==> src/rtl/core/nzma_pkg.sv <==
// Package for the three-channel nonzero moving average.
// Holds the function codes, sequencer states and fixed field widths.
// No dependencies.
`default_nettype none

package nzma_pkg;

  localparam int unsigned FuncW   = 2;
  localparam int unsigned SampleW = 16;
  localparam int unsigned HeartW  = 8;

  typedef enum logic [FuncW-1:0] {
    FUNC_SPEED   = 2'd0,
    FUNC_CADENCE = 2'd1,
    FUNC_HEART   = 2'd2,
    FUNC_TIMEOUT = 2'd3
  } func_e;

  typedef enum logic [1:0] {
    ST_IDLE,
    ST_LOAD,
    ST_DIV,
    ST_OUT
  } state_e;

endpackage

`default_nettype wire

==> src/rtl/core/nonzero_moving_average_3ch.sv <==
// Three-channel moving average over nonzero samples (speed, cadence, heart
// rate). Each item updates one window, or clears speed and cadence on
// timeout, and returns one result. An item that divides passes through
// the load, divide and output states, the divide run by the shared
// one-bit-per-cycle divider; timeout and all-zero windows skip the divide
// and go from load to output. A new item is taken in the cycle the
// result is taken. Depends on nzma_pkg, nzma_window and nzma_div.
`default_nettype none

module nonzero_moving_average_3ch #(
  parameter int unsigned WINDOW = 8
) (
  input  logic                         clk_i,
  input  logic                         rst_ni,
  input  logic                         in_valid_i,
  output logic                         in_stall_o,
  input  logic [nzma_pkg::FuncW-1:0]   func_i,
  input  logic [nzma_pkg::SampleW-1:0] sample_i,
  output logic                         out_valid_o,
  input  logic                         out_stall_i,
  output logic [nzma_pkg::FuncW-1:0]   channel_o,
  output logic [nzma_pkg::SampleW-1:0] average_o
);

  localparam int unsigned CntW  = $clog2(WINDOW + 1);
  localparam int unsigned SumW  = nzma_pkg::SampleW + CntW;
  localparam int unsigned HSumW = nzma_pkg::HeartW + CntW;

  nzma_pkg::state_e state_q, state_d;
  nzma_pkg::func_e  func_q, func_d;
  logic [nzma_pkg::SampleW-1:0] avg_q, avg_d;

  logic in_acc;
  logic out_acc;

  logic [SumW-1:0]  spd_sum, cad_sum, sel_sum;
  logic [HSumW-1:0] hr_sum;
  logic [CntW-1:0]  spd_cnt, cad_cnt, hr_cnt, sel_cnt;
  logic             div_start, div_done;
  logic [SumW-1:0]  div_quo;
  logic             push_spd, push_cad, push_hr, clr_sc;

  assign out_acc    = out_valid_o && !out_stall_i;
  assign in_stall_o = !(state_q == nzma_pkg::ST_IDLE ||
                        (state_q == nzma_pkg::ST_OUT && !out_stall_i));
  assign in_acc     = in_valid_i && !in_stall_o;

  assign push_spd = in_acc && (nzma_pkg::func_e'(func_i) == nzma_pkg::FUNC_SPEED);
  assign push_cad = in_acc && (nzma_pkg::func_e'(func_i) == nzma_pkg::FUNC_CADENCE);
  assign push_hr  = in_acc && (nzma_pkg::func_e'(func_i) == nzma_pkg::FUNC_HEART);
  assign clr_sc   = in_acc && (nzma_pkg::func_e'(func_i) == nzma_pkg::FUNC_TIMEOUT);

  nzma_window #(.DataW(nzma_pkg::SampleW), .Depth(WINDOW)) u_spd (
    .clk_i, .rst_ni,
    .push_i(push_spd), .clear_i(clr_sc), .data_i(sample_i),
    .sum_o(spd_sum), .cnt_o(spd_cnt)
  );

  nzma_window #(.DataW(nzma_pkg::SampleW), .Depth(WINDOW)) u_cad (
    .clk_i, .rst_ni,
    .push_i(push_cad), .clear_i(clr_sc), .data_i(sample_i),
    .sum_o(cad_sum), .cnt_o(cad_cnt)
  );

  nzma_window #(.DataW(nzma_pkg::HeartW), .Depth(WINDOW)) u_hr (
    .clk_i, .rst_ni,
    .push_i(push_hr), .clear_i(1'b0), .data_i(sample_i[nzma_pkg::HeartW-1:0]),
    .sum_o(hr_sum), .cnt_o(hr_cnt)
  );

  always_comb begin
    unique case (func_q)
      nzma_pkg::FUNC_SPEED: begin
        sel_sum = spd_sum;
        sel_cnt = spd_cnt;
      end
      nzma_pkg::FUNC_CADENCE: begin
        sel_sum = cad_sum;
        sel_cnt = cad_cnt;
      end
      nzma_pkg::FUNC_HEART: begin
        sel_sum = SumW'(hr_sum);
        sel_cnt = hr_cnt;
      end
      default: begin
        sel_sum = '0;
        sel_cnt = '0;
      end
    endcase
  end

  nzma_div #(.NumW(SumW), .DenW(CntW)) u_div (
    .clk_i, .rst_ni,
    .start_i(div_start), .num_i(sel_sum), .den_i(sel_cnt),
    .done_o(div_done), .quo_o(div_quo)
  );

  always_comb begin
    state_d   = state_q;
    func_d    = func_q;
    avg_d     = avg_q;
    div_start = 1'b0;
    unique case (state_q)
      nzma_pkg::ST_IDLE: begin
        if (in_acc) begin
          func_d  = nzma_pkg::func_e'(func_i);
          state_d = nzma_pkg::ST_LOAD;
        end
      end
      nzma_pkg::ST_LOAD: begin
        if (sel_cnt == '0) begin
          avg_d   = '0;
          state_d = nzma_pkg::ST_OUT;
        end else begin
          div_start = 1'b1;
          state_d   = nzma_pkg::ST_DIV;
        end
      end
      nzma_pkg::ST_DIV: begin
        if (div_done) begin
          avg_d   = div_quo[nzma_pkg::SampleW-1:0];
          state_d = nzma_pkg::ST_OUT;
        end
      end
      nzma_pkg::ST_OUT: begin
        if (in_acc) begin
          func_d  = nzma_pkg::func_e'(func_i);
          state_d = nzma_pkg::ST_LOAD;
        end else if (out_acc) begin
          state_d = nzma_pkg::ST_IDLE;
        end
      end
      default: state_d = nzma_pkg::ST_IDLE;
    endcase
  end

  always_ff @(posedge clk_i or negedge rst_ni) begin
    if (!rst_ni) begin
      state_q <= nzma_pkg::ST_IDLE;
    end else begin
      state_q <= state_d;
    end
  end

  always_ff @(posedge clk_i) begin
    func_q <= func_d;
    avg_q  <= avg_d;
  end

  assign out_valid_o = (state_q == nzma_pkg::ST_OUT);
  assign channel_o   = func_q;
  assign average_o   = avg_q;

  a_hr_range: assert property (@(posedge clk_i) disable iff (!rst_ni)
    out_valid_o && func_q == nzma_pkg::FUNC_HEART |->
      average_o[nzma_pkg::SampleW-1:nzma_pkg::HeartW] == '0)
    else $error("heart rate average above 8 bits");

  a_timeout_zero: assert property (@(posedge clk_i) disable iff (!rst_ni)
    out_valid_o && func_q == nzma_pkg::FUNC_TIMEOUT |-> average_o == '0)
    else $error("timeout result not zero");

  a_done_in_div: assert property (@(posedge clk_i) disable iff (!rst_ni)
    div_done |-> state_q == nzma_pkg::ST_DIV)
    else $error("divider finished outside divide state");

  a_cnt_range: assert property (@(posedge clk_i) disable iff (!rst_ni)
    spd_cnt <= CntW'(WINDOW) && cad_cnt <= CntW'(WINDOW) && hr_cnt <= CntW'(WINDOW))
    else $error("nonzero count exceeds window");

  a_timeout_clears: assert property (@(posedge clk_i) disable iff (!rst_ni)
    clr_sc |=> spd_cnt == '0 && cad_cnt == '0 && spd_sum == '0 && cad_sum == '0)
    else $error("timeout did not clear speed and cadence");

endmodule

`default_nettype wire

==> src/rtl/core/nzma_window.sv <==
// One sliding window as a shift line, with a running sum and count of its
// nonzero entries updated as the oldest entry drops out. No dependencies.
`default_nettype none

module nzma_window #(
  parameter int unsigned DataW = 16,
  parameter int unsigned Depth = 8
) (
  input  logic                                  clk_i,
  input  logic                                  rst_ni,
  input  logic                                  push_i,
  input  logic                                  clear_i,
  input  logic [DataW-1:0]                      data_i,
  output logic [DataW+$clog2(Depth+1)-1:0]      sum_o,
  output logic [$clog2(Depth+1)-1:0]            cnt_o
);

  localparam int unsigned CntW = $clog2(Depth + 1);
  localparam int unsigned SumW = DataW + CntW;

  logic [DataW-1:0] taps_q [Depth];
  logic [SumW-1:0]  sum_q, sum_d;
  logic [CntW-1:0]  cnt_q, cnt_d;
  logic [DataW-1:0] oldest;

  assign oldest = taps_q[0];

  always_comb begin
    sum_d = sum_q;
    cnt_d = cnt_q;
    if (clear_i) begin
      sum_d = '0;
      cnt_d = '0;
    end else if (push_i) begin
      sum_d = sum_q + SumW'(data_i) - SumW'(oldest);
      cnt_d = cnt_q + CntW'(data_i != '0) - CntW'(oldest != '0);
    end
  end

  always_ff @(posedge clk_i or negedge rst_ni) begin
    if (!rst_ni) begin
      for (int i = 0; i < Depth; i++) begin
        taps_q[i] <= '0;
      end
      sum_q <= '0;
      cnt_q <= '0;
    end else begin
      if (clear_i) begin
        for (int i = 0; i < Depth; i++) begin
          taps_q[i] <= '0;
        end
      end else if (push_i) begin
        for (int i = 0; i + 1 < Depth; i++) begin
          taps_q[i] <= taps_q[i+1];
        end
        taps_q[Depth-1] <= data_i;
      end
      sum_q <= sum_d;
      cnt_q <= cnt_d;
    end
  end

  assign sum_o = sum_q;
  assign cnt_o = cnt_q;

endmodule

`default_nettype wire

==> src/rtl/core/nzma_div.sv <==
// Restoring divider, one quotient bit per cycle, shared by all channels.
// No dependencies.
`default_nettype none

module nzma_div #(
  parameter int unsigned NumW = 19,
  parameter int unsigned DenW = 4
) (
  input  logic            clk_i,
  input  logic            rst_ni,
  input  logic            start_i,
  input  logic [NumW-1:0] num_i,
  input  logic [DenW-1:0] den_i,
  output logic            done_o,
  output logic [NumW-1:0] quo_o
);

  localparam int unsigned StepW = $clog2(NumW + 1);

  logic [NumW-1:0]  quo_q, quo_d;
  logic [DenW-1:0]  rem_q, rem_d;
  logic [DenW-1:0]  den_q;
  logic [StepW-1:0] step_q, step_d;
  logic             busy_q, busy_d;
  logic             done_q, done_d;
  logic [DenW:0]    trial;
  logic [DenW:0]    diff;
  logic             fits;

  assign trial = {rem_q, quo_q[NumW-1]};
  assign diff  = trial - {1'b0, den_q};
  assign fits  = trial >= {1'b0, den_q};

  always_comb begin
    quo_d  = quo_q;
    rem_d  = rem_q;
    step_d = step_q;
    busy_d = busy_q;
    done_d = 1'b0;
    if (start_i) begin
      quo_d  = num_i;
      rem_d  = '0;
      step_d = StepW'(NumW);
      busy_d = 1'b1;
    end else if (busy_q) begin
      quo_d  = {quo_q[NumW-2:0], fits};
      rem_d  = fits ? diff[DenW-1:0] : trial[DenW-1:0];
      step_d = step_q - 1'b1;
      if (step_q == StepW'(1)) begin
        busy_d = 1'b0;
        done_d = 1'b1;
      end
    end
  end

  always_ff @(posedge clk_i or negedge rst_ni) begin
    if (!rst_ni) begin
      busy_q <= 1'b0;
      done_q <= 1'b0;
      step_q <= '0;
    end else begin
      busy_q <= busy_d;
      done_q <= done_d;
      step_q <= step_d;
    end
  end

  always_ff @(posedge clk_i) begin
    quo_q <= quo_d;
    rem_q <= rem_d;
    if (start_i) begin
      den_q <= den_i;
    end
  end

  assign done_o = done_q;
  assign quo_o  = quo_q;

endmodule

`default_nettype wire
==> config.mk <==
export PLATFORM = sky130hd
export DESIGN_NAME = nonzero_moving_average_3ch
export DESIGN_NICKNAME = d
export VERILOG_FILES = /design/src/rtl/core/nzma_pkg.sv /design/src/rtl/core/nonzero_moving_average_3ch.sv /design/src/rtl/core/nzma_window.sv /design/src/rtl/core/nzma_div.sv
export SDC_FILE = /design/constraint.sdc
export NUM_CORES = 1
export LEC_CHECK = 0
export ABC_CLOCK_PERIOD_IN_PS = 2980
export BUFFER_PORTS_ARGS = -buffer_cell sky130_fd_sc_hd__clkbuf_2
export CORE_MARGIN = 3
export CORE_UTILIZATION = 30
export DETAILED_ROUTE_END_ITERATION = 12
export PLACE_DENSITY = 0.55
export RECOVER_POWER = 50
export SETUP_SLACK_MARGIN = 0.15
export SLEW_MARGIN = 0
export SYNTH_ARGS = -nofsm -noshare
export SYNTH_HDL_FRONTEND = slang
export SYNTH_SLANG_ARGS = --single-unit
export TNS_END_PERCENT = 1
==> constraint.sdc <==
create_clock -name clk_i -period 2.98 [get_ports clk_i]
set_input_delay 0.149 -clock clk_i [delete_from_list [all_inputs] [get_ports clk_i]]
set_output_delay 0.149 -clock clk_i [all_outputs]
set_load 0.02 [all_outputs]
==> results.yml, run 1 <==
detailed_routing:
  first_iter_violations: 1001
  num_vias: 14600
  wirelength_um: 49200
  vias_per_cell: 4.71
  drt_drc_violations_left: 0
  ant_nets: 0
  routedWlPerCell_um: 15.8
  drtPass1Iterations: 5
setup_path:
  worst-endpoint-required_ps: 3470
  path_max_fanout: 6
  worst_setup_path_end_kind: "flop"
  cp-start-kind: "flop"
  timing.critical_path.slowest_stage_cell: "fa_1"
  cp_cell_sequence: "inv_1 > fa_1 > inv_1 > ha_4 > and4_1 > and3_1 > a21oi_2 > a21oi_2 > o31a_1 > o211a_1 > or3_1 > a32o_1"
  cp.arrival_ps: 3660
  worstSetupPathType: "flop to flop"
  worst_path_largest_cell_delay_ps: 510
layout:
  leading_cell_type_in_the_layout_fill_and_taps_excluded: "dfrtp_1"
  drive_above_1_share_pct: 18.2
  top_library_cells_by_usage_in_the_layout_fill_and_taps_aside: "392 x dfrtp_1, 235 x nand2_1, 195 x o21ai_0"
  fillCellCount: 6914
  final_net_count: 2274
  antennaDiodeCount: 0
  post_route_design_area_um2: 25400
  syn_to_final_growth_pct: 20.4
logic_synthesis:
  postSynthAreaPerCell_um2: 10.7
  yosys_warnings: 0
  share_of_the_yosys_chip_area_belonging_to_registers_pct: 52.9
  postSynth.asyncResetShare_pct: 89.5
  synth_flop_cell: "dfrtp_1"
  syn_inst: 1980
  synth.ff_latch_count: 439
  syn_nets: 2121
  synthesis.area_um2: 21100
  post_synth_num_cell_types: 60
  number_of_enable_type_register_cells_in_the_synthesized_netlist: 42
run:
  maxCapViolCount: 1
timing:
  setup_viol_count_final: 7
  rsz0062_at_grt: "true"
  achievable-frequency_ghz: 0.315
  slew_violations: 71
  final_report_hold_violation_count: 0
  clock-skew-final_ps: 13.8
  final.period_utilization_pct: 107
  min_period_ps: 3170
  least_margin_pin_slew_ps: 1860
  relSlewSlack_pct: -24.2
  worst_slack_ps: -194
power_and_ir_drop:
  total_power_mw: 24.1
  ir_drop_uv: 454
  p_leak_nw: 11.8
  power_density_nw_per_um2: 946
die:
  ios: 42
  total_core_area_um2: 69200
  floorplan.initialDensity_pct: 30.5
  die_area_um2: 73600
  core.rowCount: 96
  die_w_um: 271
  fp.dieH_um: 271
global_routing:
  grt_start_max_net_pins: 156
  first_global_vias: 14800
  globalRoute.totalOverflow: 0
  grtUsageTotal_pct: 13.4
  global_route_wire_length_before_repair_um: 80600
  antenna_found_initial: 2
cts:
  tritoncts: "yes"
  cts_htree_levels: 2
  clk_latency_ps: 600
  cts-root-buf: "clkbuf_16"
  worst_setup_hold_path_clk_slew_ps: 70
  clockBufferDepth: 3
  number_of_buffers_created_by_cts: 48
  cts_sinks: 439
placement:
  placed_cell_area_um2: 23500
  place_congestion: 0.835
  port_buffers: 41
  preCtsSetupSlack_ps: -447
  detailed_place_hpwl_um: 32900
run_status:
  violated_checks: "capacitance limit, slew limit, setup timing"
  status: "finished, violations left"
min_path:
  worst_hold_path_type: "primary input to flop"
-- synthesized netlist by cell type, drive strengths merged (8+ instances only) --
library cell,n,area share [%]
ha,75,4.4
clkbuf,97,1.7
a32o,9,0.43
o21ai,211,5.0
mux2,60,3.2
or3,14,0.41
a21oi,46,1.1
nand2,238,4.2
nand2b,132,3.9
fa,44,4.2
mux2i,27,1.3
nor2,49,0.87
edfxtp,42,6.0
dfrtp,393,47
buf,9,0.20
a21o,20,0.72
nor4,15,0.44
nand3,8,0.19
inv,186,3.3
xor2,18,0.75
o31ai,36,1.3
a22o,124,5.1
xnor2,22,0.91
and2,20,0.60
nor2b,8,0.24
nor3,12,0.28
-- where the power goes --
part,switching [mW],total [mW],leakage (nW),internal [mW]
combinational,5.03,9.25,5.22,4.22
clock,2.53,6.03,0.789,3.50
sequential,0.989,8.78,5.80,7.79
-- cell type report --
class / count / area [um2] / area share [%]
Sequential cell: 439 / 11200 / 43.9
Inverter: 186 / 698 / 2.74
Clock buffer: 69 / 1370 / 5.38
Clock inverter: 21 / 246 / 0.969
Tap cell: 931 / 1160 / 4.58
Timing Repair Buffer: 209 / 1540 / 6.04
Multi-Input combinational cell: 1249 / 9250 / 36.4
-- final timing paths --
kind,from,endpoint,slack [ps],depth (start not counted)
setup / recovery,u_spd.sum_o[8],u_spd.sum_o[18],-190,12
hold / removal,sample_i[14],u_cad.taps_q[14],20,3
setup reg to reg,u_spd.sum_o[8],u_spd.sum_o[18],-190,12
hold reg to reg,u_div.rem_q[3],u_div.rem_q[3],470,2
max in group asynchronous,rst_ni,u_cad.oldest[8],490,3
min in group asynchronous,rst_ni,u_cad.taps_q[26],640,2
-- metrics by stage --
| stage | setup TNS (ps) | utilization (%) | std cells | hold WS, ps |
|---|---|---|---|---|
| after floorplan | -474 | - | 1980 | -147 |
| after global placement | -4420 | 34.0 | 3007 | 179 |
| after detailed placement | -5240 | 34.0 | 3007 | 193 |
| after CTS | -2030 | 36.6 | 3103 | 0.449 |
| after global routing | -7560 | 36.8 | 3104 | 42.8 |
| final | -990 | 36.8 | 3104 | 16.2 |
-- cell families (layout without fill, tap and decap cells) --
group           Yosys count  after routing  synth area share [%]
flops                   439            439                  52.9
simple gates            513            513                  11.7
mux                      87             87                  4.48
xor+xnor                 40             40                  1.66
fa+ha+maj               119            119                  8.61
buf+inv                 292            485                  5.22
compound gates          490            490                  15.4
-- critical path: cells and delay by family, from the launching register on --
family | cells | cell delay [ps]
compound gates | 5 | 1060
fa+ha+maj | 2 | 780
simple gates | 3 | 740
buf+inv | 2 | 130
flops | 1 | 350
-- state kept, by name (all words and copies together) (netlist names), 4 cells and up --
register	cells
u_cad.taps_q	112
u_spd.taps_q	112
u_hr.taps_q	56
u_cad.sum_o	20
u_div.quo_o	20
u_spd.sum_o	20
average_o	16
u_cad.oldest	16
u_spd.oldest	16
u_hr.sum_o	12
u_hr.oldest	8
u_div.step_q	5
u_cad.cnt_o	4
u_div.den_q	4
u_div.rem_q	4
u_hr.cnt_o	4
u_spd.cnt_o	4
-- metal layers --
layer  track usage (%)  share of wire (%)  vias up
met1              19.2                 49     7239
met5                 0                  0        -
met2              20.9                 45      245
met3              2.17                4.3       66
met4              3.69                2.3        0
li1                  -                  -     7070
-- timing repair --
action,CTS,global route
setup endpoints to repair,23,42
hold buffers,3,0
hold endpoints to repair,73,0
resized for setup,40,49
pin swaps,27,23
buffers inserted,3,1
(Power assumes the default switching activity.)
==> run 2: changes to the inputs <==
Settings changed: HOLD_SLACK_MARGIN set to 0.02.
==> results.yml, run 2 (synthesized netlist as in run 1, its figures left out) <==
timing:
  final_report_hold_violation_count: 0
  least_margin_pin_slew_ps: 1860
  slew_violations: 71
  min_period_ps: 3170
  rsz0062_at_grt: "true"
  setup_viol_count_final: 7
  final.period_utilization_pct: 107
  fin_setup_tns_ps: -986
  holdWs_ps: 47.0
  worst_slack_ps: -194
  achievable-frequency_ghz: 0.315
  clock-skew-final_ps: 13.5
  relSlewSlack_pct: -24.1
layout:
  post_route_design_area_um2: 25500
  drive_above_1_share_pct: 18.2
  final_net_count: 2276
  layout_top_registers: "u_cad.taps_q x112, u_spd.taps_q x112, u_hr.taps_q x56"
  top_library_cells_by_usage_in_the_layout_fill_and_taps_aside: "392 x dfrtp_1, 235 x nand2_1, 195 x o21ai_0"
  syn_to_final_growth_pct: 20.5
  leading_cell_type_in_the_layout_fill_and_taps_excluded: "dfrtp_1"
  antennaDiodeCount: 0
  fillCellCount: 6912
detailed_routing:
  ant_nets: 0
  first_iter_violations: 1053
  drt_drc_violations_left: 0
  wirelength_um: 49100
  vias_per_cell: 4.73
  num_vias: 14700
  routedWlPerCell_um: 15.8
  drtPass1Iterations: 5
setup_path:
  cp_top_family: "compound AO/OA/AOI/OAI gates"
  worst_path_largest_cell_delay_ps: 510
  timing.rr.start: "u_spd.sum_o[8]"
  cp-start-kind: "flop"
  cp_cell_sequence: "inv_1 > fa_1 > inv_1 > ha_4 > and4_1 > and3_1 > a21oi_2 > a21oi_2 > o31a_1 > o211a_1 > or3_1 > a32o_1"
  worstSetupPathType: "flop to flop"
  cp.arrival_ps: 3660
  critical_path_buf_inv_count: 2
  worst-endpoint-required_ps: 3470
  timing.critical_path.slowest_stage_cell: "fa_1"
  crit_start: "u_spd.sum_o[8]"
  path_max_fanout: 6
  worst_setup_path_end_kind: "flop"
run_status:
  violated_checks: "capacitance limit, slew limit, setup timing"
  status: "finished, violations left"
power_and_ir_drop:
  p_sw_mw: 8.55
  power_density_nw_per_um2: 945
  p_leak_nw: 11.8
  seqPwrFrac_pct: 36.5
  ir_drop_uv: 455
  combinationalPowerShare_pct: 38.4
  power.share.clock_pct: 25.1
  p_int_mw: 15.5
  switching_portion_of_total_power_pct: 35.5
placement:
  place_congestion: 0.835
  detailed_place_hpwl_um: 32900
  placed_cell_area_um2: 23500
  port_buffers: 41
die:
  die_w_um: 271
  die_area_um2: 73600
  total_core_area_um2: 69200
  floorplan.initialDensity_pct: 30.5
  fp.dieH_um: 271
  ios: 42
  core.rowCount: 96
cts:
  cts_htree_levels: 2
  worst_setup_hold_path_clk_slew_ps: 70
  cts_sinks: 439
  cts-root-buf: "clkbuf_16"
  clk_latency_ps: 600
  clockBufferDepth: 3
  tritoncts: "yes"
  number_of_buffers_created_by_cts: 48
global_routing:
  grtUsageTotal_pct: 13.4
  global_route_wire_length_before_repair_um: 80700
  globalRoute.totalOverflow: 0
  antenna_found_initial: 2
  grt_start_max_net_pins: 156
  first_global_vias: 14800
min_path:
  hold_start: "sample_i[12]"
  worst_hold_path_type: "primary input to flop"
run:
  maxCapViolCount: 1
-- run 2: area by class of cell --
class	count	area (um2)	share of cell area (%)
inverters	186	698	2.74
flip-flops and latches	439	11200	43.9
multi-input cells	1249	9250	36.3
repair buffers	211	1560	6.11
well taps	931	1160	4.57
clock inverters	21	246	0.968
clock buffers	69	1370	5.38
-- run 2: tightest hold or removal path: stages --
cell and delay (ps):
clkbuf_2 120, inv_1 110, buf_4 150, o31ai_1 70
-- run 2: per-stage QoR --
stage	setup slack, ps	util, %	instances	power (mW)
floorplan	-138	-	1980	14.6
global route	-374	36.8	3106	25.9
finish	-194	36.8	3106	24.1
global placement	-435	34.0	3007	17.1
CTS	-340	36.7	3105	24.0
detailed placement	-447	34.0	3007	17.5
-- run 2: worst paths after layout --
| path | end | slack (ps) | depth (start not counted) |
|---|---|---|---|
| max | u_spd.sum_o[18] | -190 | 12 |
| min | u_cad.taps_q[12] | 50 | 4 |
| max reg2reg | u_spd.sum_o[18] | -190 | 12 |
| min reg2reg | u_div.rem_q[3] | 470 | 2 |
| max in group asynchronous | u_cad.oldest[8] | 490 | 3 |
| min in group asynchronous | u_cad.taps_q[26] | 640 | 2 |
-- run 2: what timing repair did --
item                                    in CTS  in global routing
endpoints found under the hold margin       76                  0
pin swaps                                   27                 23
endpoints found under the setup margin      23                 42
gates resized for setup                     40                 49
hold buffers                                 5                  0
buffers inserted                             3                  1
-- run 2: layer usage --
| metal | track usage (%) | up-vias | wire, um |
|---|---|---|---|
| met5 | 0 | - | 0 |
| met4 | 3.69 | 0 | 1140 |
| met3 | 2.16 | 65 | 2130 |
| met2 | 20.9 | 274 | 22000 |
| met1 | 19.2 | 7265 | 23900 |
| li1 | - | 7072 | - |
-- run 2: power groups by stage --
stage	Clock, mW	Combinational, mW	Sequential [mW]
after floorplan	0	5.86	8.71
after global placement	0	8.32	8.82
after detailed placement	0	8.59	8.90
after CTS	6.24	8.96	8.79
after global routing	6.48	10.4	8.99
final	6.04	9.25	8.78
